`src/rtl/ctss_pkg.sv`:
```
// ----------------------------------------------------------------------------
// ctss_pkg
// Shared types and constants of the curve trace sweep sequencer: request and
// reply codes, phase flags, scan channel table and controller states.
// ----------------------------------------------------------------------------
package ctss_pkg;

   localparam logic [1:0] REQ_START   = 2'd0;
   localparam logic [1:0] REQ_TIMEOUT = 2'd1;
   localparam logic [1:0] REQ_SAMPLE  = 2'd2;
   localparam logic [1:0] REQ_POLL    = 2'd3;

   localparam logic [1:0] REPLY_NONE   = 2'd0;
   localparam logic [1:0] REPLY_RECORD = 2'd1;
   localparam logic [1:0] REPLY_EMPTY  = 2'd2;

   localparam logic [1:0] CSR_POINT_COUNT = 2'd0;
   localparam logic [1:0] CSR_BIAS_VALUE  = 2'd1;
   localparam logic [1:0] CSR_POLARITY    = 2'd2;

   localparam logic [7:0] POINT_COUNT_RESET = 8'd16;
   localparam logic [7:0] DRIVE_MIN  = 8'd1;
   localparam logic [7:0] DRIVE_MAX  = 8'hFF;
   localparam logic [7:0] TAG_MARK   = 8'h80;
   localparam logic [8:0] BIAS_FULL  = 9'd256;
   localparam logic [8:0] DIV_DIVIDEND = 9'd256;
   localparam logic [3:0] DIV_LAST   = 4'd8;
   localparam logic [3:0] WAIT_FIRST = 4'd8;
   localparam logic [3:0] WAIT_NEXT  = 4'd4;
   localparam logic [3:0] WAIT_SCAN  = 4'd2;
   localparam logic [3:0] WAIT_NONE  = 4'd0;
   localparam logic [2:0] POLL_LIMIT = 3'd4;
   localparam logic [2:0] POLL_MAX   = 3'd7;
   localparam logic [2:0] ADC_NONE   = 3'd7;
   localparam logic [2:0] SLOT_LAST  = 3'd4;

   localparam int SCAN_SLOTS = 5;

   typedef struct packed {
      logic active;
      logic first;
      logic not_ready;
   } phase_type;

   localparam phase_type PHASE_IDLE = '{active: 1'b0, first: 1'b0, not_ready: 1'b0};
   localparam phase_type PHASE_NEW  = '{active: 1'b1, first: 1'b1, not_ready: 1'b1};

   typedef struct packed {
      logic [7:0] drive;
      logic [7:0] done;
      phase_type  phase;
      logic       restart;
      logic [3:0] tload;
   } np_type;

   typedef enum logic [6:0] {
      ST_IDLE = 7'b0000001,
      ST_DIV  = 7'b0000010,
      ST_READ = 7'b0000100,
      ST_ACC  = 7'b0001000,
      ST_MUL  = 7'b0010000,
      ST_MEAN = 7'b0100000,
      ST_SEND = 7'b1000000
   } state_type;

   function automatic logic [2:0] slot_channel(input logic [2:0] slot);
      logic [2:0] chan;
      unique case (slot)
         3'd0:    chan = 3'd0;
         3'd1:    chan = 3'd1;
         3'd2:    chan = 3'd2;
         3'd3:    chan = 3'd3;
         default: chan = 3'd6;
      endcase
      return chan;
   endfunction

endpackage

```
`src/rtl/curve_trace_sweep_sequencer.sv`:
```
// ----------------------------------------------------------------------------
// curve_trace_sweep_sequencer
// Sweep sequencer for a transistor curve tracer: drive stepping, wait and
// scan control, sample storage in RAM and record generation on check polls.
// Timeout, sample and empty poll words give a registered result in the cycle
// after acceptance; start runs a 9-step restoring divider for the step. A
// record poll walks the sample RAM through read and accumulate states for each
// sample, then multiply and mean states for each scan slot, before it is sent.
// One word is processed at a time; synchronous reset clears control state,
// the sample RAM has no reset.
// ----------------------------------------------------------------------------
module curve_trace_sweep_sequencer #(
   parameter int SAMPLES_PER_POINT = 2
) (
   input  logic       clock,
   input  logic       reset,
   input  logic       req_valid,
   output logic       req_stall,
   input  logic [1:0] req_type,
   input  logic [7:0] req_sample,
   output logic       rsp_valid,
   input  logic       rsp_stall,
   output logic [1:0] rsp_reply_kind,
   output logic [7:0] rsp_point_tag,
   output logic [7:0] rsp_collector_mean,
   output logic [7:0] rsp_current_mean,
   output logic [7:0] rsp_base_voltage,
   output logic [7:0] rsp_supply_mean,
   output logic [7:0] rsp_emitter_mean,
   output logic [7:0] rsp_drive_level,
   output logic [8:0] rsp_bias_level,
   output logic [3:0] rsp_timer_load,
   output logic [2:0] rsp_adc_request,
   output logic       rsp_busy_res,
   input  logic       csr_valid,
   output logic       csr_ready,
   input  logic [1:0] csr_index,
   input  logic [7:0] csr_data
);

   localparam int DEPTH       = ctss_pkg::SCAN_SLOTS * SAMPLES_PER_POINT;
   localparam int ADDR_W      = $clog2(DEPTH);
   localparam int PASS_W      = $clog2(SAMPLES_PER_POINT + 1);
   localparam int SUM_W       = $clog2(SAMPLES_PER_POINT * 255 + SAMPLES_PER_POINT / 2 + 1);
   localparam int RECIP_SHIFT = 18;
   localparam int RECIP_W     = RECIP_SHIFT + 1;
   localparam int RECIP_MULT  = ((1 << RECIP_SHIFT) + SAMPLES_PER_POINT - 1) / SAMPLES_PER_POINT;
   localparam int PROD_W      = SUM_W + RECIP_W;

   ctss_pkg::state_type state_ff, state_in;

   logic [7:0] point_count_ff, point_count_in;
   logic [7:0] bias_value_ff, bias_value_in;
   logic       polarity_ff, polarity_in;

   logic [PASS_W-1:0] pass_ff, pass_in;
   logic [2:0]        scan_ff, scan_in;
   logic [7:0]        done_ff, done_in;
   logic [7:0]        step_ff, step_in;
   logic [2:0]        poll_ff, poll_in;
   logic [7:0]        drive_ff, drive_in;
   logic [8:0]        bias_ff, bias_in;
   ctss_pkg::phase_type phase_ff, phase_in;

   logic [8:0] dvd_ff, dvd_in;
   logic [7:0] rem_ff, rem_in;
   logic [7:0] quo_ff, quo_in;
   logic [3:0] divcnt_ff, divcnt_in;

   logic [ADDR_W-1:0] rd_addr_ff, rd_addr_in;
   logic [2:0]        slot_ff, slot_in;
   logic [PASS_W-1:0] samp_ff, samp_in;
   logic [SUM_W-1:0]  acc_ff, acc_in;
   logic [PROD_W-1:0] prod_ff, prod_in;
   logic [7:0]        mean_ff [ctss_pkg::SCAN_SLOTS];
   logic [7:0]        mean_in [ctss_pkg::SCAN_SLOTS];

   logic [1:0] pend_kind_ff, pend_kind_in;
   logic [7:0] pend_tag_ff, pend_tag_in;
   logic [3:0] pend_tload_ff, pend_tload_in;

   logic       rsp_valid_ff, rsp_valid_in;
   logic [1:0] rsp_kind_ff, rsp_kind_in;
   logic [7:0] rsp_tag_ff, rsp_tag_in;
   logic [7:0] rsp_coll_ff, rsp_coll_in;
   logic [7:0] rsp_cur_ff, rsp_cur_in;
   logic [7:0] rsp_base_ff, rsp_base_in;
   logic [7:0] rsp_sup_ff, rsp_sup_in;
   logic [7:0] rsp_emit_ff, rsp_emit_in;
   logic [7:0] rsp_drive_ff, rsp_drive_in;
   logic [8:0] rsp_bias_ff, rsp_bias_in;
   logic [3:0] rsp_tload_ff, rsp_tload_in;
   logic [2:0] rsp_adc_ff, rsp_adc_in;
   logic       rsp_busy_ff, rsp_busy_in;

   logic              ram_we;
   logic [ADDR_W-1:0] ram_waddr;
   logic [7:0]        ram_rdata;

   logic rsp_hold;
   logic req_accept;

   function automatic ctss_pkg::np_type next_point(
      input logic [7:0] done,
      input logic [7:0] count,
      input logic [7:0] drive,
      input logic [7:0] step,
      input logic       pol,
      input logic [3:0] wait_ticks
   );
      ctss_pkg::np_type r;
      logic [8:0] up;
      r.drive   = drive;
      r.done    = 8'd0;
      r.phase   = ctss_pkg::PHASE_IDLE;
      r.restart = 1'b0;
      r.tload   = ctss_pkg::WAIT_NONE;
      up        = {1'b0, drive} + {1'b0, step};
      if (done < count) begin
         if (pol) begin
            r.drive = (drive <= step) ? ctss_pkg::DRIVE_MIN : drive - step;
         end else begin
            r.drive = up[8] ? ctss_pkg::DRIVE_MAX : up[7:0];
         end
         r.done    = done + 8'd1;
         r.phase   = ctss_pkg::PHASE_NEW;
         r.restart = 1'b1;
         r.tload   = wait_ticks;
      end
      return r;
   endfunction

   assign rsp_hold   = rsp_valid_ff && rsp_stall;
   assign req_stall  = (state_ff != ctss_pkg::ST_IDLE) || rsp_hold;
   assign req_accept = req_valid && !req_stall;
   assign csr_ready  = 1'b1;

   always_comb begin
      ctss_pkg::np_type np;
      logic             load;
      logic [1:0]       r_kind;
      logic [3:0]       r_tload;
      logic [2:0]       r_adc;
      logic [2:0]       slot;
      logic [PASS_W-1:0] pass_next;
      logic [8:0]       trial;
      logic             qbit;
      logic [7:0]       step_new;

      np        = '0;
      load      = 1'b0;
      r_kind    = ctss_pkg::REPLY_NONE;
      r_tload   = ctss_pkg::WAIT_NONE;
      r_adc     = ctss_pkg::ADC_NONE;
      slot      = (scan_ff <= ctss_pkg::SLOT_LAST) ? scan_ff : ctss_pkg::SLOT_LAST;
      pass_next = pass_ff + PASS_W'(1);
      trial     = {rem_ff, dvd_ff[8]};
      qbit      = trial >= {1'b0, point_count_ff};
      step_new  = (point_count_ff == 8'd0) ? 8'd0 : {quo_ff[6:0], qbit};

      state_in       = state_ff;
      point_count_in = point_count_ff;
      bias_value_in  = bias_value_ff;
      polarity_in    = polarity_ff;
      pass_in        = pass_ff;
      scan_in        = scan_ff;
      done_in        = done_ff;
      step_in        = step_ff;
      poll_in        = poll_ff;
      drive_in       = drive_ff;
      bias_in        = bias_ff;
      phase_in       = phase_ff;
      dvd_in         = dvd_ff;
      rem_in         = rem_ff;
      quo_in         = quo_ff;
      divcnt_in      = divcnt_ff;
      rd_addr_in     = rd_addr_ff;
      slot_in        = slot_ff;
      samp_in        = samp_ff;
      acc_in         = acc_ff;
      prod_in        = prod_ff;
      mean_in        = mean_ff;
      pend_kind_in   = pend_kind_ff;
      pend_tag_in    = pend_tag_ff;
      pend_tload_in  = pend_tload_ff;
      ram_we         = 1'b0;
      ram_waddr      = ADDR_W'(ADDR_W'(slot) * ADDR_W'(SAMPLES_PER_POINT) + ADDR_W'(pass_ff));

      if (csr_valid) begin
         unique case (csr_index)
            ctss_pkg::CSR_POINT_COUNT: point_count_in = csr_data;
            ctss_pkg::CSR_BIAS_VALUE:  bias_value_in  = csr_data;
            ctss_pkg::CSR_POLARITY:    polarity_in    = csr_data[0];
            default: ;
         endcase
      end

      unique case (state_ff)
         ctss_pkg::ST_IDLE: begin
            if (req_accept) begin
               unique case (req_type)
                  ctss_pkg::REQ_START: begin
                     if (polarity_ff) begin
                        drive_in = ctss_pkg::DRIVE_MAX;
                        bias_in  = ctss_pkg::BIAS_FULL - {1'b0, bias_value_ff};
                     end else begin
                        drive_in = ctss_pkg::DRIVE_MIN;
                        bias_in  = {1'b0, bias_value_ff};
                     end
                     done_in   = 8'd0;
                     dvd_in    = ctss_pkg::DIV_DIVIDEND;
                     rem_in    = 8'd0;
                     quo_in    = 8'd0;
                     divcnt_in = 4'd0;
                     state_in  = ctss_pkg::ST_DIV;
                  end
                  ctss_pkg::REQ_TIMEOUT: begin
                     load = 1'b1;
                     if (phase_ff.not_ready) begin
                        if (!phase_ff.first) begin
                           phase_in.not_ready = 1'b0;
                        end else begin
                           phase_in.first = 1'b0;
                           scan_in = 3'd0;
                           pass_in = '0;
                           r_tload = ctss_pkg::WAIT_SCAN;
                           r_adc   = ctss_pkg::slot_channel(3'd0);
                        end
                     end
                  end
                  ctss_pkg::REQ_SAMPLE: begin
                     load = 1'b1;
                     if (phase_ff.active && !phase_ff.first &&
                         pass_ff < PASS_W'(SAMPLES_PER_POINT)) begin
                        ram_we = 1'b1;
                        if (slot < ctss_pkg::SLOT_LAST) begin
                           scan_in = slot + 3'd1;
                           r_adc   = ctss_pkg::slot_channel(slot + 3'd1);
                        end else begin
                           pass_in = pass_next;
                           if (pass_next < PASS_W'(SAMPLES_PER_POINT)) begin
                              scan_in = 3'd0;
                              r_adc   = ctss_pkg::slot_channel(3'd0);
                           end else begin
                              phase_in.not_ready = 1'b0;
                           end
                        end
                     end
                  end
                  ctss_pkg::REQ_POLL: begin
                     poll_in = (poll_ff < ctss_pkg::POLL_MAX) ? poll_ff + 3'd1 : poll_ff;
                     if (!phase_ff.not_ready) begin
                        np = next_point(done_ff, point_count_ff, drive_ff, step_ff,
                                        polarity_ff, ctss_pkg::WAIT_NEXT);
                        pend_kind_in  = ctss_pkg::REPLY_RECORD;
                        pend_tag_in   = done_ff | ctss_pkg::TAG_MARK;
                        pend_tload_in = np.tload;
                        rd_addr_in    = '0;
                        slot_in       = 3'd0;
                        samp_in       = '0;
                        acc_in        = '0;
                        state_in      = ctss_pkg::ST_READ;
                     end else begin
                        load   = 1'b1;
                        r_kind = ctss_pkg::REPLY_EMPTY;
                        if (poll_in > ctss_pkg::POLL_LIMIT) begin
                           np = next_point(done_ff - 8'd1, point_count_ff, drive_ff,
                                           step_ff, polarity_ff, ctss_pkg::WAIT_NEXT);
                           poll_in = 3'd0;
                        end
                     end
                     if (!phase_ff.not_ready || poll_in == 3'd0) begin
                        drive_in = np.drive;
                        done_in  = np.done;
                        phase_in = np.phase;
                        r_tload  = np.tload;
                        if (np.restart) begin
                           poll_in = 3'd0;
                           pass_in = '0;
                        end
                     end
                  end
               endcase
            end
         end
         ctss_pkg::ST_DIV: begin
            dvd_in    = {dvd_ff[7:0], 1'b0};
            rem_in    = qbit ? 8'(trial - {1'b0, point_count_ff}) : trial[7:0];
            quo_in    = {quo_ff[6:0], qbit};
            divcnt_in = divcnt_ff + 4'd1;
            if (divcnt_ff == ctss_pkg::DIV_LAST) begin
               np = next_point(done_ff, point_count_ff, drive_ff, step_new,
                               polarity_ff, ctss_pkg::WAIT_FIRST);
               step_in       = step_new;
               drive_in      = np.drive;
               done_in       = np.done;
               phase_in      = np.phase;
               if (np.restart) begin
                  poll_in = 3'd0;
                  pass_in = '0;
               end
               pend_kind_in  = ctss_pkg::REPLY_NONE;
               pend_tag_in   = 8'd0;
               pend_tload_in = np.tload;
               state_in      = ctss_pkg::ST_SEND;
            end
         end
         ctss_pkg::ST_READ: begin
            state_in = ctss_pkg::ST_ACC;
         end
         ctss_pkg::ST_ACC: begin
            acc_in     = acc_ff + SUM_W'(ram_rdata);
            rd_addr_in = rd_addr_ff + ADDR_W'(1);
            if (samp_ff == PASS_W'(SAMPLES_PER_POINT - 1)) begin
               samp_in  = '0;
               state_in = ctss_pkg::ST_MUL;
            end else begin
               samp_in  = samp_ff + PASS_W'(1);
               state_in = ctss_pkg::ST_READ;
            end
         end
         ctss_pkg::ST_MUL: begin
            prod_in  = PROD_W'(acc_ff + SUM_W'(SAMPLES_PER_POINT / 2)) *
                       PROD_W'(RECIP_MULT);
            state_in = ctss_pkg::ST_MEAN;
         end
         ctss_pkg::ST_MEAN: begin
            mean_in[slot_ff] = prod_ff[RECIP_SHIFT +: 8];
            acc_in           = '0;
            if (slot_ff == ctss_pkg::SLOT_LAST) begin
               state_in = ctss_pkg::ST_SEND;
            end else begin
               slot_in  = slot_ff + 3'd1;
               state_in = ctss_pkg::ST_READ;
            end
         end
         ctss_pkg::ST_SEND: begin
            if (!rsp_hold) begin
               state_in = ctss_pkg::ST_IDLE;
            end
         end
         default: begin
            state_in = ctss_pkg::ST_IDLE;
         end
      endcase

      rsp_valid_in = rsp_hold;
      rsp_kind_in  = rsp_kind_ff;
      rsp_tag_in   = rsp_tag_ff;
      rsp_coll_in  = rsp_coll_ff;
      rsp_cur_in   = rsp_cur_ff;
      rsp_base_in  = rsp_base_ff;
      rsp_sup_in   = rsp_sup_ff;
      rsp_emit_in  = rsp_emit_ff;
      rsp_drive_in = rsp_drive_ff;
      rsp_bias_in  = rsp_bias_ff;
      rsp_tload_in = rsp_tload_ff;
      rsp_adc_in   = rsp_adc_ff;
      rsp_busy_in  = rsp_busy_ff;

      if (load) begin
         rsp_valid_in = 1'b1;
         rsp_kind_in  = r_kind;
         rsp_tag_in   = 8'd0;
         rsp_coll_in  = 8'd0;
         rsp_cur_in   = 8'd0;
         rsp_base_in  = 8'd0;
         rsp_sup_in   = 8'd0;
         rsp_emit_in  = 8'd0;
         rsp_drive_in = drive_in;
         rsp_bias_in  = bias_in;
         rsp_tload_in = r_tload;
         rsp_adc_in   = r_adc;
         rsp_busy_in  = phase_in.active;
      end else if (state_ff == ctss_pkg::ST_SEND && !rsp_hold) begin
         rsp_valid_in = 1'b1;
         rsp_kind_in  = pend_kind_ff;
         rsp_tag_in   = pend_tag_ff;
         if (pend_kind_ff == ctss_pkg::REPLY_RECORD) begin
            rsp_coll_in = mean_ff[2];
            rsp_cur_in  = mean_ff[0];
            rsp_base_in = mean_ff[3] - mean_ff[1];
            rsp_sup_in  = mean_ff[4];
            rsp_emit_in = mean_ff[1];
         end else begin
            rsp_coll_in = 8'd0;
            rsp_cur_in  = 8'd0;
            rsp_base_in = 8'd0;
            rsp_sup_in  = 8'd0;
            rsp_emit_in = 8'd0;
         end
         rsp_drive_in = drive_ff;
         rsp_bias_in  = bias_ff;
         rsp_tload_in = pend_tload_ff;
         rsp_adc_in   = ctss_pkg::ADC_NONE;
         rsp_busy_in  = phase_ff.active;
      end
   end

   always_ff @(posedge clock) begin
      if (reset) begin
         state_ff       <= ctss_pkg::ST_IDLE;
         point_count_ff <= ctss_pkg::POINT_COUNT_RESET;
         bias_value_ff  <= 8'd0;
         polarity_ff    <= 1'b0;
         pass_ff        <= '0;
         scan_ff        <= 3'd0;
         done_ff        <= 8'd0;
         step_ff        <= 8'd0;
         poll_ff        <= 3'd0;
         drive_ff       <= 8'd0;
         bias_ff        <= 9'd0;
         phase_ff       <= ctss_pkg::PHASE_IDLE;
         divcnt_ff      <= 4'd0;
         rd_addr_ff     <= '0;
         slot_ff        <= 3'd0;
         samp_ff        <= '0;
         rsp_valid_ff   <= 1'b0;
      end else begin
         state_ff       <= state_in;
         point_count_ff <= point_count_in;
         bias_value_ff  <= bias_value_in;
         polarity_ff    <= polarity_in;
         pass_ff        <= pass_in;
         scan_ff        <= scan_in;
         done_ff        <= done_in;
         step_ff        <= step_in;
         poll_ff        <= poll_in;
         drive_ff       <= drive_in;
         bias_ff        <= bias_in;
         phase_ff       <= phase_in;
         divcnt_ff      <= divcnt_in;
         rd_addr_ff     <= rd_addr_in;
         slot_ff        <= slot_in;
         samp_ff        <= samp_in;
         rsp_valid_ff   <= rsp_valid_in;
      end
   end

   always_ff @(posedge clock) begin
      dvd_ff        <= dvd_in;
      rem_ff        <= rem_in;
      quo_ff        <= quo_in;
      acc_ff        <= acc_in;
      prod_ff       <= prod_in;
      mean_ff       <= mean_in;
      pend_kind_ff  <= pend_kind_in;
      pend_tag_ff   <= pend_tag_in;
      pend_tload_ff <= pend_tload_in;
      rsp_kind_ff   <= rsp_kind_in;
      rsp_tag_ff    <= rsp_tag_in;
      rsp_coll_ff   <= rsp_coll_in;
      rsp_cur_ff    <= rsp_cur_in;
      rsp_base_ff   <= rsp_base_in;
      rsp_sup_ff    <= rsp_sup_in;
      rsp_emit_ff   <= rsp_emit_in;
      rsp_drive_ff  <= rsp_drive_in;
      rsp_bias_ff   <= rsp_bias_in;
      rsp_tload_ff  <= rsp_tload_in;
      rsp_adc_ff    <= rsp_adc_in;
      rsp_busy_ff   <= rsp_busy_in;
   end

   ctss_ram #(
      .WIDTH (8),
      .DEPTH (DEPTH)
   ) u_sample_ram (
      .clock   (clock),
      .wr_en   (ram_we),
      .wr_addr (ram_waddr),
      .wr_data (req_sample),
      .rd_addr (rd_addr_ff),
      .rd_data (ram_rdata)
   );

   assign rsp_valid          = rsp_valid_ff;
   assign rsp_reply_kind     = rsp_kind_ff;
   assign rsp_point_tag      = rsp_tag_ff;
   assign rsp_collector_mean = rsp_coll_ff;
   assign rsp_current_mean   = rsp_cur_ff;
   assign rsp_base_voltage   = rsp_base_ff;
   assign rsp_supply_mean    = rsp_sup_ff;
   assign rsp_emitter_mean   = rsp_emit_ff;
   assign rsp_drive_level    = rsp_drive_ff;
   assign rsp_bias_level     = rsp_bias_ff;
   assign rsp_timer_load     = rsp_tload_ff;
   assign rsp_adc_request    = rsp_adc_ff;
   assign rsp_busy_res       = rsp_busy_ff;

`ifndef ASSERT_OFF
   a_state_onehot: assert property (@(posedge clock) disable iff (reset)
      $onehot(state_ff))
      else $error("controller state not one-hot");

   a_write_idle: assert property (@(posedge clock) disable iff (reset)
      ram_we |-> (state_ff == ctss_pkg::ST_IDLE))
      else $error("sample write during record readout");

   a_record_read: assert property (@(posedge clock) disable iff (reset)
      (req_accept && req_type == ctss_pkg::REQ_POLL && !phase_ff.not_ready)
      |=> (state_ff == ctss_pkg::ST_READ))
      else $error("ready poll did not start readout");

   a_pass_bound: assert property (@(posedge clock) disable iff (reset)
      pass_ff <= PASS_W'(SAMPLES_PER_POINT))
      else $error("scan pass index out of range");

   a_send_free: assert property (@(posedge clock) disable iff (reset)
      (state_ff == ctss_pkg::ST_SEND && !rsp_hold) |=> rsp_valid_ff)
      else $error("pending result not delivered to output register");
`endif

endmodule

```
`src/rtl/ctss_ram.sv`:
```
// ----------------------------------------------------------------------------
// ctss_ram
// Generic single write port, single read port RAM with registered read data.
// ----------------------------------------------------------------------------
module ctss_ram #(
   parameter int WIDTH = 8,
   parameter int DEPTH = 10
) (
   input  logic                     clock,
   input  logic                     wr_en,
   input  logic [$clog2(DEPTH)-1:0] wr_addr,
   input  logic [WIDTH-1:0]         wr_data,
   input  logic [$clog2(DEPTH)-1:0] rd_addr,
   output logic [WIDTH-1:0]         rd_data
);

   logic [WIDTH-1:0] mem_ff [DEPTH];
   logic [WIDTH-1:0] rd_data_ff;

   always_ff @(posedge clock) begin
      if (wr_en) begin
         mem_ff[wr_addr] <= wr_data;
      end
      rd_data_ff <= mem_ff[rd_addr];
   end

   assign rd_data = rd_data_ff;

endmodule
```
`config.mk`:
```
export PLATFORM = sky130hd
export DESIGN_NAME = curve_trace_sweep_sequencer
export DESIGN_NICKNAME = d
export VERILOG_FILES = /design/src/rtl/ctss_pkg.sv /design/src/rtl/curve_trace_sweep_sequencer.sv /design/src/rtl/ctss_ram.sv
export SDC_FILE = /design/constraint.sdc
export NUM_CORES = 1
export LEC_CHECK = 0
export BUFFER_PORTS_ARGS = -buffer_cell sky130_fd_sc_hd__buf_2
export CORE_MARGIN = 8
export CORE_UTILIZATION = 47
export DETAILED_ROUTE_END_ITERATION = 6
export GPL_TIMING_DRIVEN = 0
export SLEW_MARGIN = 25
export SYNTH_ARGS = -nofsm -noshare
export SYNTH_HDL_FRONTEND = slang
export SYNTH_SLANG_ARGS = --single-unit
```
`constraint.sdc`:
```
create_clock -name clock -period 6.8 [get_ports clock]
set_input_delay 1.36 -clock clock [delete_from_list [all_inputs] [get_ports clock]]
set_output_delay 1.36 -clock clock [all_outputs]
set_load 0.01 [all_outputs]
```
* Yosys cells after proc, flatten, opt, wreduce, memory -nomap -nowiden
Memories as Yosys holds them, arrays and structs flattened. A register that Yosys moved wholly into a read port is not among the register bits.
Index checks and enable logic that the tools add are counted.
** Word-level totals
- Register bits :: 253
- Latch bits :: 0
- RAM bits :: 80
- Bits in read-only memories :: 0
- Input port bits :: 25
- Output and inout port bits :: 78
- Memories kept :: 1
** Operators by class
- Add/subtract/negate cells :: 20
- Multiply operators :: 0
- Divide/modulo/power cells :: 0
- Order comparisons :: 13
- Eq/ne operators :: 43
- Shift operators :: 0
- Multiplexer cells :: 178
- Bitwise logic cells :: 1
- Reductions and logical operators :: 40
** Memory list
- u_sample_ram.mem_ff :: words 10, bits a word 8, read ports 1, clocked after memory_dff 1, wr ports 1, line ctss_ram.sv:17 : logic [WIDTH-1:0] mem_ff [DEPTH];
** Operators with widths (count)
- $mux W24 :: 10
- $mux W8 :: 29
- $mux W3 :: 34
- $mux W9 :: 11
- $pmux W8 S2 :: 6
- $mux W4 :: 14
- $mux W2 :: 26
- $pmux W7 S7 :: 1
- $bwmux W40 :: 1
- $mux W7 :: 5
- $pmux W4 S2 :: 4
- $sub A8 B8 Y8 :: 4
- $pmux W3 S2 :: 5
- $pmux W7 S2 :: 2
- $ne A3 B3 Y1 const B :: 9
- $pmux W9 S3 :: 1
- $reduce_and A5 Y1 :: 5
- $demux W8 S3 :: 1
- $add A8 B8 Y9 :: 2
- $mux W1 :: 18
- $ne A2 B2 Y1 const B :: 9
- $pmux W9 S2 :: 1
- $add A8 B1 Y8 const B :: 2
- $le A8 B8 Y1 :: 2
- 56 further kinds :: 93

* Depth between registers and ports, before layout
Gate-level depths: netlist of run 1.
- Word-level depth :: 15
- Gate-level depth with buffers :: 19

* Modules after synthesis
A second synthesis of run 1 with hierarchy kept.
** Unflattened totals
- Cell total of the unflattened synthesis :: 1514
- Area total of the unflattened synthesis :: 16258.1 µm²
** By module, submodules not included
- curve_trace_sweep_sequencer :: times used 1, cells an instance 1325, area an instance 12856.1 µm², seq. area each 5905.7 µm²
- ctss_ram :: times used 1, cells an instance 189, area an instance 3402.0 µm², seq. area each 2562.5 µm²

* Worst setup path after synthesis of run 1
Ideal clock, no wire load.
- Path type :: reg2reg
- From :: register point_count_ff[1]
- To :: register rsp_drive_ff[1] (netlist: rsp_drive_level[1]) (data pin)
- Library setup time :: 0.147 ns
- Arrival :: 3.725 ns
- Path slack :: 2.928 ns
- Stages on the path, launching flop included :: 19
- Path buffers :: 1
- Period minus slack after synthesis :: 3.872 ns
- Cells stage by stage :: dfxtp_1 inv_1 ha_1 nor2b_1 o21ai_0 a21boi_0 o31a_1 o41ai_2 buf_2 nor2_1 ha_1 inv_1 fa_1 or2_2 a221oi_1 o32ai_1 a221oi_1 a211oi_1 o2bb2ai_1
** Between the ends
- Longest elaborated chain between the ends :: 12
- Elaborated cells on any way between the ends :: 27
- Classes of those cells :: add/sub: 2; order compare: 4; mux: 20; reduce/logical: 1
** RTL lines
- start: declaration :: line curve_trace_sweep_sequencer.sv:52 : logic [7:0] point_count_ff, point_count_in;
- start signal: assignment :: line curve_trace_sweep_sequencer.sv:403 : point_count_ff <= ctss_pkg::POINT_COUNT_RESET;
- start signal: assignment :: line curve_trace_sweep_sequencer.sv:421 : point_count_ff <= point_count_in;
- branches (longest 10 deep; another with $ge A9 B8 Y1)
- $pmux W8 S2 (*) :: line curve_trace_sweep_sequencer.sv:198 : unique case (state_ff)
- $mux W8 (*) :: line curve_trace_sweep_sequencer.sv:361 : if (load) begin
- named net rsp_drive_in[1] :: line curve_trace_sweep_sequencer.sv:90 : logic [7:0] rsp_drive_ff, rsp_drive_in;
- end signal: assignment :: line curve_trace_sweep_sequencer.sv:457 : rsp_drive_ff <= rsp_drive_in;
- end: declaration :: line curve_trace_sweep_sequencer.sv:90
Mark *: on every way through the listed nets, which the timed path passes. The select of a mux whose other input is x is not followed.
A chain may end at the register's enable or synchronous reset.

* Worst setup path in the final report of run 1
- From :: register point_count_ff[1]
- To :: register rsp_drive_ff[6] (netlist: rsp_drive_level[6]) (data pin)
Same word-level chain as after synthesis.

==> flow_metrics.py, run 1 <==
metrics = {
    "outcome": {
        "status": "finished clean",
    },
    "grt": {
        "overflow": 0,
        "grt_antenna_before_repair": 0,
        "grt_max_degree": 27,
        "gr-usage-all-layers": 0.188,
        "grt_pass1_wl_um": 62400,
        "first_global_vias": 11500,
    },
    "pwr": {
        "p_total_w": 0.00477,
        "p_int_w": 0.00361,
        "clock_power_share": 0.435,
        "comb_power_share": 0.106,
        "seqPwrFrac": 0.459,
        "swShare": 0.243,
        "power_density_mw_per_mm2": 255,
        "ir_drop_mv": 0.171,
        "leakagePower_nw": 7.24,
        "switchingPower_w": 0.00116,
    },
    "final_layout": {
        "final_cells": 2131,
        "fin_area_sq_mm": 0.0187,
        "final_nets": 1772,
        "syn2layout_area_growth_pct": 14.9,
        "drive_gt1_frac": 0.144,
        "ff_latch_area_sq_mm": 0.00847,
        "n_fill_cell": 3070,
        "antenna_cells": 0,
        "multiInputGateArea_sq_mm": 0.00723,
    },
    "sta": {
        "fin_crit_sh": 0.758,
        "fin_crit_ps": 5150,
        "max_freq_mhz": 194,
        "final_max_slew_viol_count": 0,
        "grt_setup_unrepaired": "false",
        "worstMarginPinSlew_ps": 888,
        "slew_headroom": 0.408,
        "setup_viol": 0,
        "tns_ps": 0,
        "fin_skew_ps": 19.1,
        "hold_viol_final": 0,
    },
    "clock_tree": {
        "clk_latency_ps": 530,
        "cts_resized": 0,
        "hold_buffers": 0,
        "h-tree-depth": 2,
        "cts_tree": "built",
        "clk_path_buf_depth": 3,
        "cts_setup_buffers": 0,
        "numCtsBuffers": 36,
        "path_clk_slew_ps": 60,
        "cts-root-buf": "clkbuf_16",
        "cts.sinks": 328,
    },
    "yosys": {
        "synth_edf_count": 190,
        "synth_nets": 1631,
        "synthCells": 1507,
        "ys.flop_type": "edfxtp_1",
        "synthDistinctLibCells": 90,
        "yosys_warnings": 0,
        "netlist_area_sq_mm": 0.0163,
        "synthTopCellsByCount": "edfxtp_1, nor2_1, dfxtp_1, nand2_1, ha_1",
        "synth.area.top_cells": "edfxtp_1, dfxtp_1, ha_1",
        "netlist.area_leader.share": 0.350,
        "synthArstFlopShare": 0,
        "synth_area_leader_cell": "edfxtp_1",
        "yosysSeqAreaShare": 0.519,
        "yosysMostFrequentCell": "edfxtp_1",
        "ys_ff_latch": 328,
        "syn_avg_cell_area_sq_um": 10.8,
    },
    "drt": {
        "routedWlPerCell_um": 18.4,
        "drc": 0,
        "drt-total-wl_um": 39200,
        "ant_nets": 0,
        "num_vias": 11700,
        "dr.pass1.iters": 5,
        "drt_iter0_drc": 774,
        "via_per_inst": 5.50,
    },
    "job": {
        "maxCapViolCount": 0,
    },
    "placed_design": {
        "place_hpwl_um": 29200,
        "dp_cells": 2065,
        "place_area_sq_mm": 0.0175,
        "io_buffers": 99,
        "globalplace.congestion": 0.893,
    },
    "setup_path": {
        "startpoint": "point_count_ff[1]$_SDFFE_PP0P_",
        "cp-end-kind": "flip-flop",
        "cp_num_buf_inv": 3,
        "crit_family": "compound AO/OA/AOI/OAI gates",
        "critPathKind": "flip-flop to flip-flop",
        "worstPathArrival_ps": 5410,
        "slowest_stage": "o41ai_2",
        "path_cells": "inv_1, ha_1, nor2b_1, o21ai_0, a21boi_0, o31a_1, o41ai_2, buf_2, nor2_1, ha_1, inv_1, fa_1, or2_2, a221oi_1, o32ai_1, nand4_1, o211a_1, a311oi_1, o2bb2ai_1",
        "max_stage_delay_ps": 530,
        "r2r_start": "point_count_ff[1]$_SDFFE_PP0P_",
        "crit_fanout": 10,
        "start_kind": "flip-flop",
        "cp.required_ps": 7060,
    },
    "floorplanning": {
        "fp.dieW_um": 202,
        "initial_utilization": 0.475,
        "die_y_um": 202,
        "io_pins": 103,
        "std_cell_rows": 68,
        "die_area_sq_mm": 0.0409,
        "core_sq_mm": 0.0344,
    },
    "hold_path": {
        "hold_path.class": "flip-flop to flip-flop",
        "min_from": "samp_ff[1]$_SDFFE_PP0P_",
    },
}
-- registers in the layout, summed over array words and instances (netlist names), 8 cells and up --
| signal | count |
|---|---|
| bias_value_ff | 8 |
| rsp_collector_mean | 8 |
| rsp_base_voltage | 8 |
| mean_ff | 40 |
| rsp_current_mean | 8 |
| rsp_emitter_mean | 8 |
| drive_ff | 8 |
| rsp_bias_level | 9 |
| rsp_drive_level | 8 |
| rsp_supply_mean | 8 |
| rem_ff | 8 |
| rsp_point_tag | 8 |
| bias_ff | 9 |
| u_sample_ram.mem_ff | 80 |
| u_sample_ram.rd_data | 8 |
| point_count_ff | 8 |
| done_ff | 8 |
| pend_tag_ff | 8 |
| acc_ff | 9 |
| step_ff | 8 |
| prod_ff | 8 |
-- cell type report --
| class | count | area share |
|---|---|---|
| well taps | 455 | 0.0304 |
| multi-input cells | 1020 | 0.386 |
| repair buffers | 103 | 0.0278 |
| plain buffers | 81 | 0.0201 |
| clock buffers | 47 | 0.0552 |
| inverters | 78 | 0.0156 |
| clock inverters | 19 | 0.0135 |
| flip-flops and latches | 328 | 0.452 |
-- worst reg2reg max path: stages, from the launching register on --
cell and delay (ps):
dfxtp_1 390, inv_1 130, ha_1 330, nor2b_1 140, o21ai_0 200, a21boi_0 180
o31a_1 310, o41ai_2 530, buf_2 410, nor2_1 130, ha_1 240, inv_1 80
fa_1 230, or2_2 150, a221oi_1 120, o32ai_1 430, nand4_1 250, o211a_1 220
a311oi_1 310, o2bb2ai_1 130
-- metrics by stage --
step	hold slack [ps]	utilization	setup WS (ps)
after global placement	422	0.506	1740
after detailed placement	431	0.508	1670
final	443	0.545	1650
after CTS	439	0.545	1660
after global routing	467	0.545	1280
after floorplan	410	-	2930
-- placed cells by master, fill, tap and decap left out, drive strengths merged, types with 6 or more instances in the layout --
master  instances
a211o           6
a211oi         29
a21boi          6
a21o           10
a21oi          85
a221oi          6
a22o           31
a31oi           8
and2           20
and3           17
buf           135
clkbuf         96
clkinv         10
dfxtp         138
edfxtp        190
fa              7
ha             92
inv            79
mux2i          31
mux4           16
nand2         106
nand2b         20
nand3          24
nand4          15
nor2          153
nor2b          31
nor3           34
nor3b           7
nor4           14
o21a           14
o21ai          67
o31ai           7
or2             7
or3            12
xnor2          37
xor2           22
-- power by group through the flow --
stage | Combinational [W] | Clock [W] | Sequential [W]
6_report | 0.000506 | 0.00208 | 0.00219
5_1_grt | 0.000565 | 0.00220 | 0.00219
4_1_cts | 0.000505 | 0.00213 | 0.00219
3_5_place_dp | 0.000503 | 0 | 0.00223
3_3_place_gp | 0.000493 | 0 | 0.00223
2_1_floorplan | 0.000357 | 0 | 0.00222
-- cells by family (layout without fill, tap and decap cells) --
kind of cell / after synthesis / after routing / share of synthesized area
mux: 50 / 50 / 0.0432
flops: 328 / 328 / 0.519
other cells: 2 / 2 / 0.000460
buf+inv: 159 / 328 / 0.0410
fa+ha+maj: 99 / 99 / 0.0792
xor+xnor: 59 / 59 / 0.0317
compound gates: 328 / 328 / 0.137
simple gates: 482 / 482 / 0.148
-- worst paths after layout --
kind              depth (start not counted)                            to  slack, ps
hold reg to reg                           1      state_ff[4]$_SDFFE_PP0P_        440
setup / recovery                         19  rsp_drive_level[6]$_DFFE_PP_       1650
setup reg to reg                         19  rsp_drive_level[6]$_DFFE_PP_       1650
hold / removal                            1      state_ff[4]$_SDFFE_PP0P_        440
-- metal layers --
metal	share of wire	vias to the layer above	track usage	wire length (um)
met5	0	-	0	0
met4	0.028	0	0.0673	1110
met3	0.054	66	0.0319	2100
met2	0.45	306	0.297	17600
met1	0.47	5581	0.256	18400
li1	-	5764	-	-
(Power assumes the default switching activity.)
==> inputs of run 2 (changes only) <==
--- a/config.mk
+++ b/config.mk
@@ -10,6 +10,7 @@
 export CORE_UTILIZATION = 47
 export DETAILED_ROUTE_END_ITERATION = 6
 export GPL_TIMING_DRIVEN = 0
+export PLACE_DENSITY = 0.67
 export SLEW_MARGIN = 25
 export SYNTH_ARGS = -nofsm -noshare
 export SYNTH_HDL_FRONTEND = slang
==> constraint.sdc (replaced) <==
create_clock -name clock -period 4.72 [get_ports clock]
set_input_delay 0.944 -clock clock [delete_from_list [all_inputs] [get_ports clock]]
set_output_delay 0.944 -clock clock [all_outputs]
set_load 0.01 [all_outputs]
==> flow_metrics.py, run 2 (synthesis results as in run 1) <==
metrics = {
    "drt": {
        "num_vias": 11900,
        "via_per_inst": 5.57,
        "dr.pass1.iters": 5,
        "drt_iter0_drc": 916,
        "ant_nets": 0,
        "drc": 0,
        "routedWlPerCell_um": 18.1,
        "drt-total-wl_um": 38700,
    },
    "sta": {
        "worstMarginPinSlew_ps": 905,
        "grt_setup_unrepaired": "false",
        "fin_crit_sh": 0.963,
        "setup_viol": 0,
        "final_max_slew_viol_count": 0,
        "hold-worst-slack_ps": 447,
        "setup_slack_ps": 177,
        "max_freq_mhz": 220,
        "fin_skew_ps": 9.94,
        "hold_viol_final": 0,
        "fin_crit_ps": 4540,
        "slew_headroom": 0.396,
    },
    "pwr": {
        "ir_drop_mv": 0.226,
        "power_density_mw_per_mm2": 357,
        "p_total_w": 0.00668,
        "leakagePower_nw": 7.24,
    },
    "clock_tree": {
        "hold_buffers": 0,
        "path_clk_slew_ps": 60,
        "cts-root-buf": "clkbuf_16",
        "clk_latency_ps": 520,
        "cts_tree": "built",
        "numCtsBuffers": 36,
        "h-tree-depth": 2,
        "clk_path_buf_depth": 3,
        "cts.sinks": 328,
    },
    "grt": {
        "grt_antenna_before_repair": 0,
        "gr-usage-all-layers": 0.185,
        "grt_pass1_wl_um": 62000,
        "overflow": 0,
        "grt_max_degree": 27,
        "first_global_vias": 11700,
    },
    "floorplanning": {
        "die_area_sq_mm": 0.0409,
        "std_cell_rows": 68,
        "fp.dieW_um": 202,
        "io_pins": 103,
        "core_sq_mm": 0.0344,
        "initial_utilization": 0.475,
        "die_y_um": 202,
    },
    "setup_path": {
        "r2r_start": "point_count_ff[1]$_SDFFE_PP0P_",
        "worst_r2r_path_depth": 18,
        "cp.required_ps": 5080,
        "start_kind": "flip-flop",
        "startpoint": "point_count_ff[1]$_SDFFE_PP0P_",
        "reg2reg_slack_ps": 180,
        "reg2reg_to": "rsp_drive_level[1]$_DFFE_PP_",
        "critPathKind": "flip-flop to flip-flop",
        "cp-end-kind": "flip-flop",
        "crit_fanout": 4,
        "crit_family": "compound AO/OA/AOI/OAI gates",
        "path_cells": "inv_1, ha_1, nor2b_1, o21ai_0, a21boi_1, o31a_1, o41ai_4, buf_6, nor2_1, ha_1, inv_1, fa_1, or2_2, a221oi_4, o32ai_4, a221oi_1, a211oi_1, o2bb2ai_1",
        "worstPathArrival_ps": 4910,
        "max_stage_delay_ps": 410,
        "slowest_stage": "fa_1",
        "cp_num_buf_inv": 3,
    },
    "final_layout": {
        "top_register": "u_sample_ram.mem_ff",
        "final_cell_mix": "edfxtp_1, nor2_1, dfxtp_1",
        "largest_reg_flops": 80,
        "final_common_cell": "edfxtp_1",
        "ff_latch_area_sq_mm": 0.00847,
        "fin_area_sq_mm": 0.0187,
        "largestRegisters": "u_sample_ram.mem_ff (80), mean_ff (40)",
        "drive_gt1_frac": 0.145,
        "final_nets": 1776,
        "n_fill_cell": 3017,
        "syn2layout_area_growth_pct": 14.8,
        "final_cells": 2135,
        "multiInputGateArea_sq_mm": 0.00729,
    },
    "placed_design": {
        "io_buffers": 99,
        "dp_slack_ps": -240,
        "place_area_sq_mm": 0.0175,
        "place_hpwl_um": 28500,
        "dp_cells": 2065,
        "globalplace.congestion": 0.926,
    },
    "outcome": {
        "status": "finished clean",
    },
    "hold_path": {
        "holdPathStages": 1,
        "hold_path.class": "flip-flop to flip-flop",
        "hold_end": "state_ff[4]$_SDFFE_PP0P_",
        "min_from": "samp_ff[1]$_SDFFE_PP0P_",
    },
    "job": {
        "maxCapViolCount": 0,
    },
}
[run 2: changes by cell type in the layout (fill, tap and decap cells not counted), sizes merged]
| cell | change |
|---|---|
| clkinvlp | -1 |
| buf | +4 |
| clkbuf | +2 |
| inv | -1 |
| clkinv | -1 |
| bufinv | -1 |
| diode | +2 |
[run 2: cell type report]
type / count / share of cell area
Inverter: 78 / 0.0156
Multi-Input combinational cell: 1020 / 0.389
Tap cell: 455 / 0.0304
Clock inverter: 15 / 0.0103
Sequential cell: 328 / 0.452
Antenna cell: 2 / 0.000267
Clock buffer: 49 / 0.0523
Buffer: 81 / 0.0204
Timing Repair Buffer: 107 / 0.0294
[run 2: where the power goes]
group	switching [W]	internal [W]
Sequential	0.0000512	0.00310
Combinational	0.000467	0.000273
Clock	0.00111	0.00168
Total	0.00163	0.00505
[run 2: worst max-delay path by stage]
stage                              endpoint  slack, ps  depth (start not counted)
4_1_cts        rsp_drive_level[2]$_DFFE_PP_         10                         19
3_5_place_dp   rsp_drive_level[6]$_DFFE_PP_       -240                         19
5_1_grt        rsp_drive_level[1]$_DFFE_PP_         30                         18
3_3_place_gp   rsp_drive_level[6]$_DFFE_PP_       -240                         19
6_report       rsp_drive_level[1]$_DFFE_PP_        180                         18
2_1_floorplan  rsp_drive_level[1]$_DFFE_PP_        850                         18
[run 2: per-stage QoR]
stage / TNS [ps] / utilization
2_1_floorplan: 0 / -
3_3_place_gp: -593 / 0.506
3_5_place_dp: -663 / 0.508
4_1_cts: 0 / 0.543
5_1_grt: 0 / 0.545
6_report: 0 / 0.545
[run 2: what timing repair did]
action	4_1_cts	5_1_grt
resized for setup	3	8
buffers inserted	0	4
cloned	0	0
endpoints found under the setup margin	6	8
pin swaps	0	2
[run 2: routing by layer]
| layer | vias up | GRT usage | part of all wire |
|---|---|---|---|
| met5 | - | 0 | 0 |
| met1 | 5661 | 0.248 | 0.45 |
| met4 | 0 | 0.0567 | 0.025 |
| met2 | 373 | 0.304 | 0.46 |
| met3 | 74 | 0.0311 | 0.066 |
| li1 | 5778 | - | - |
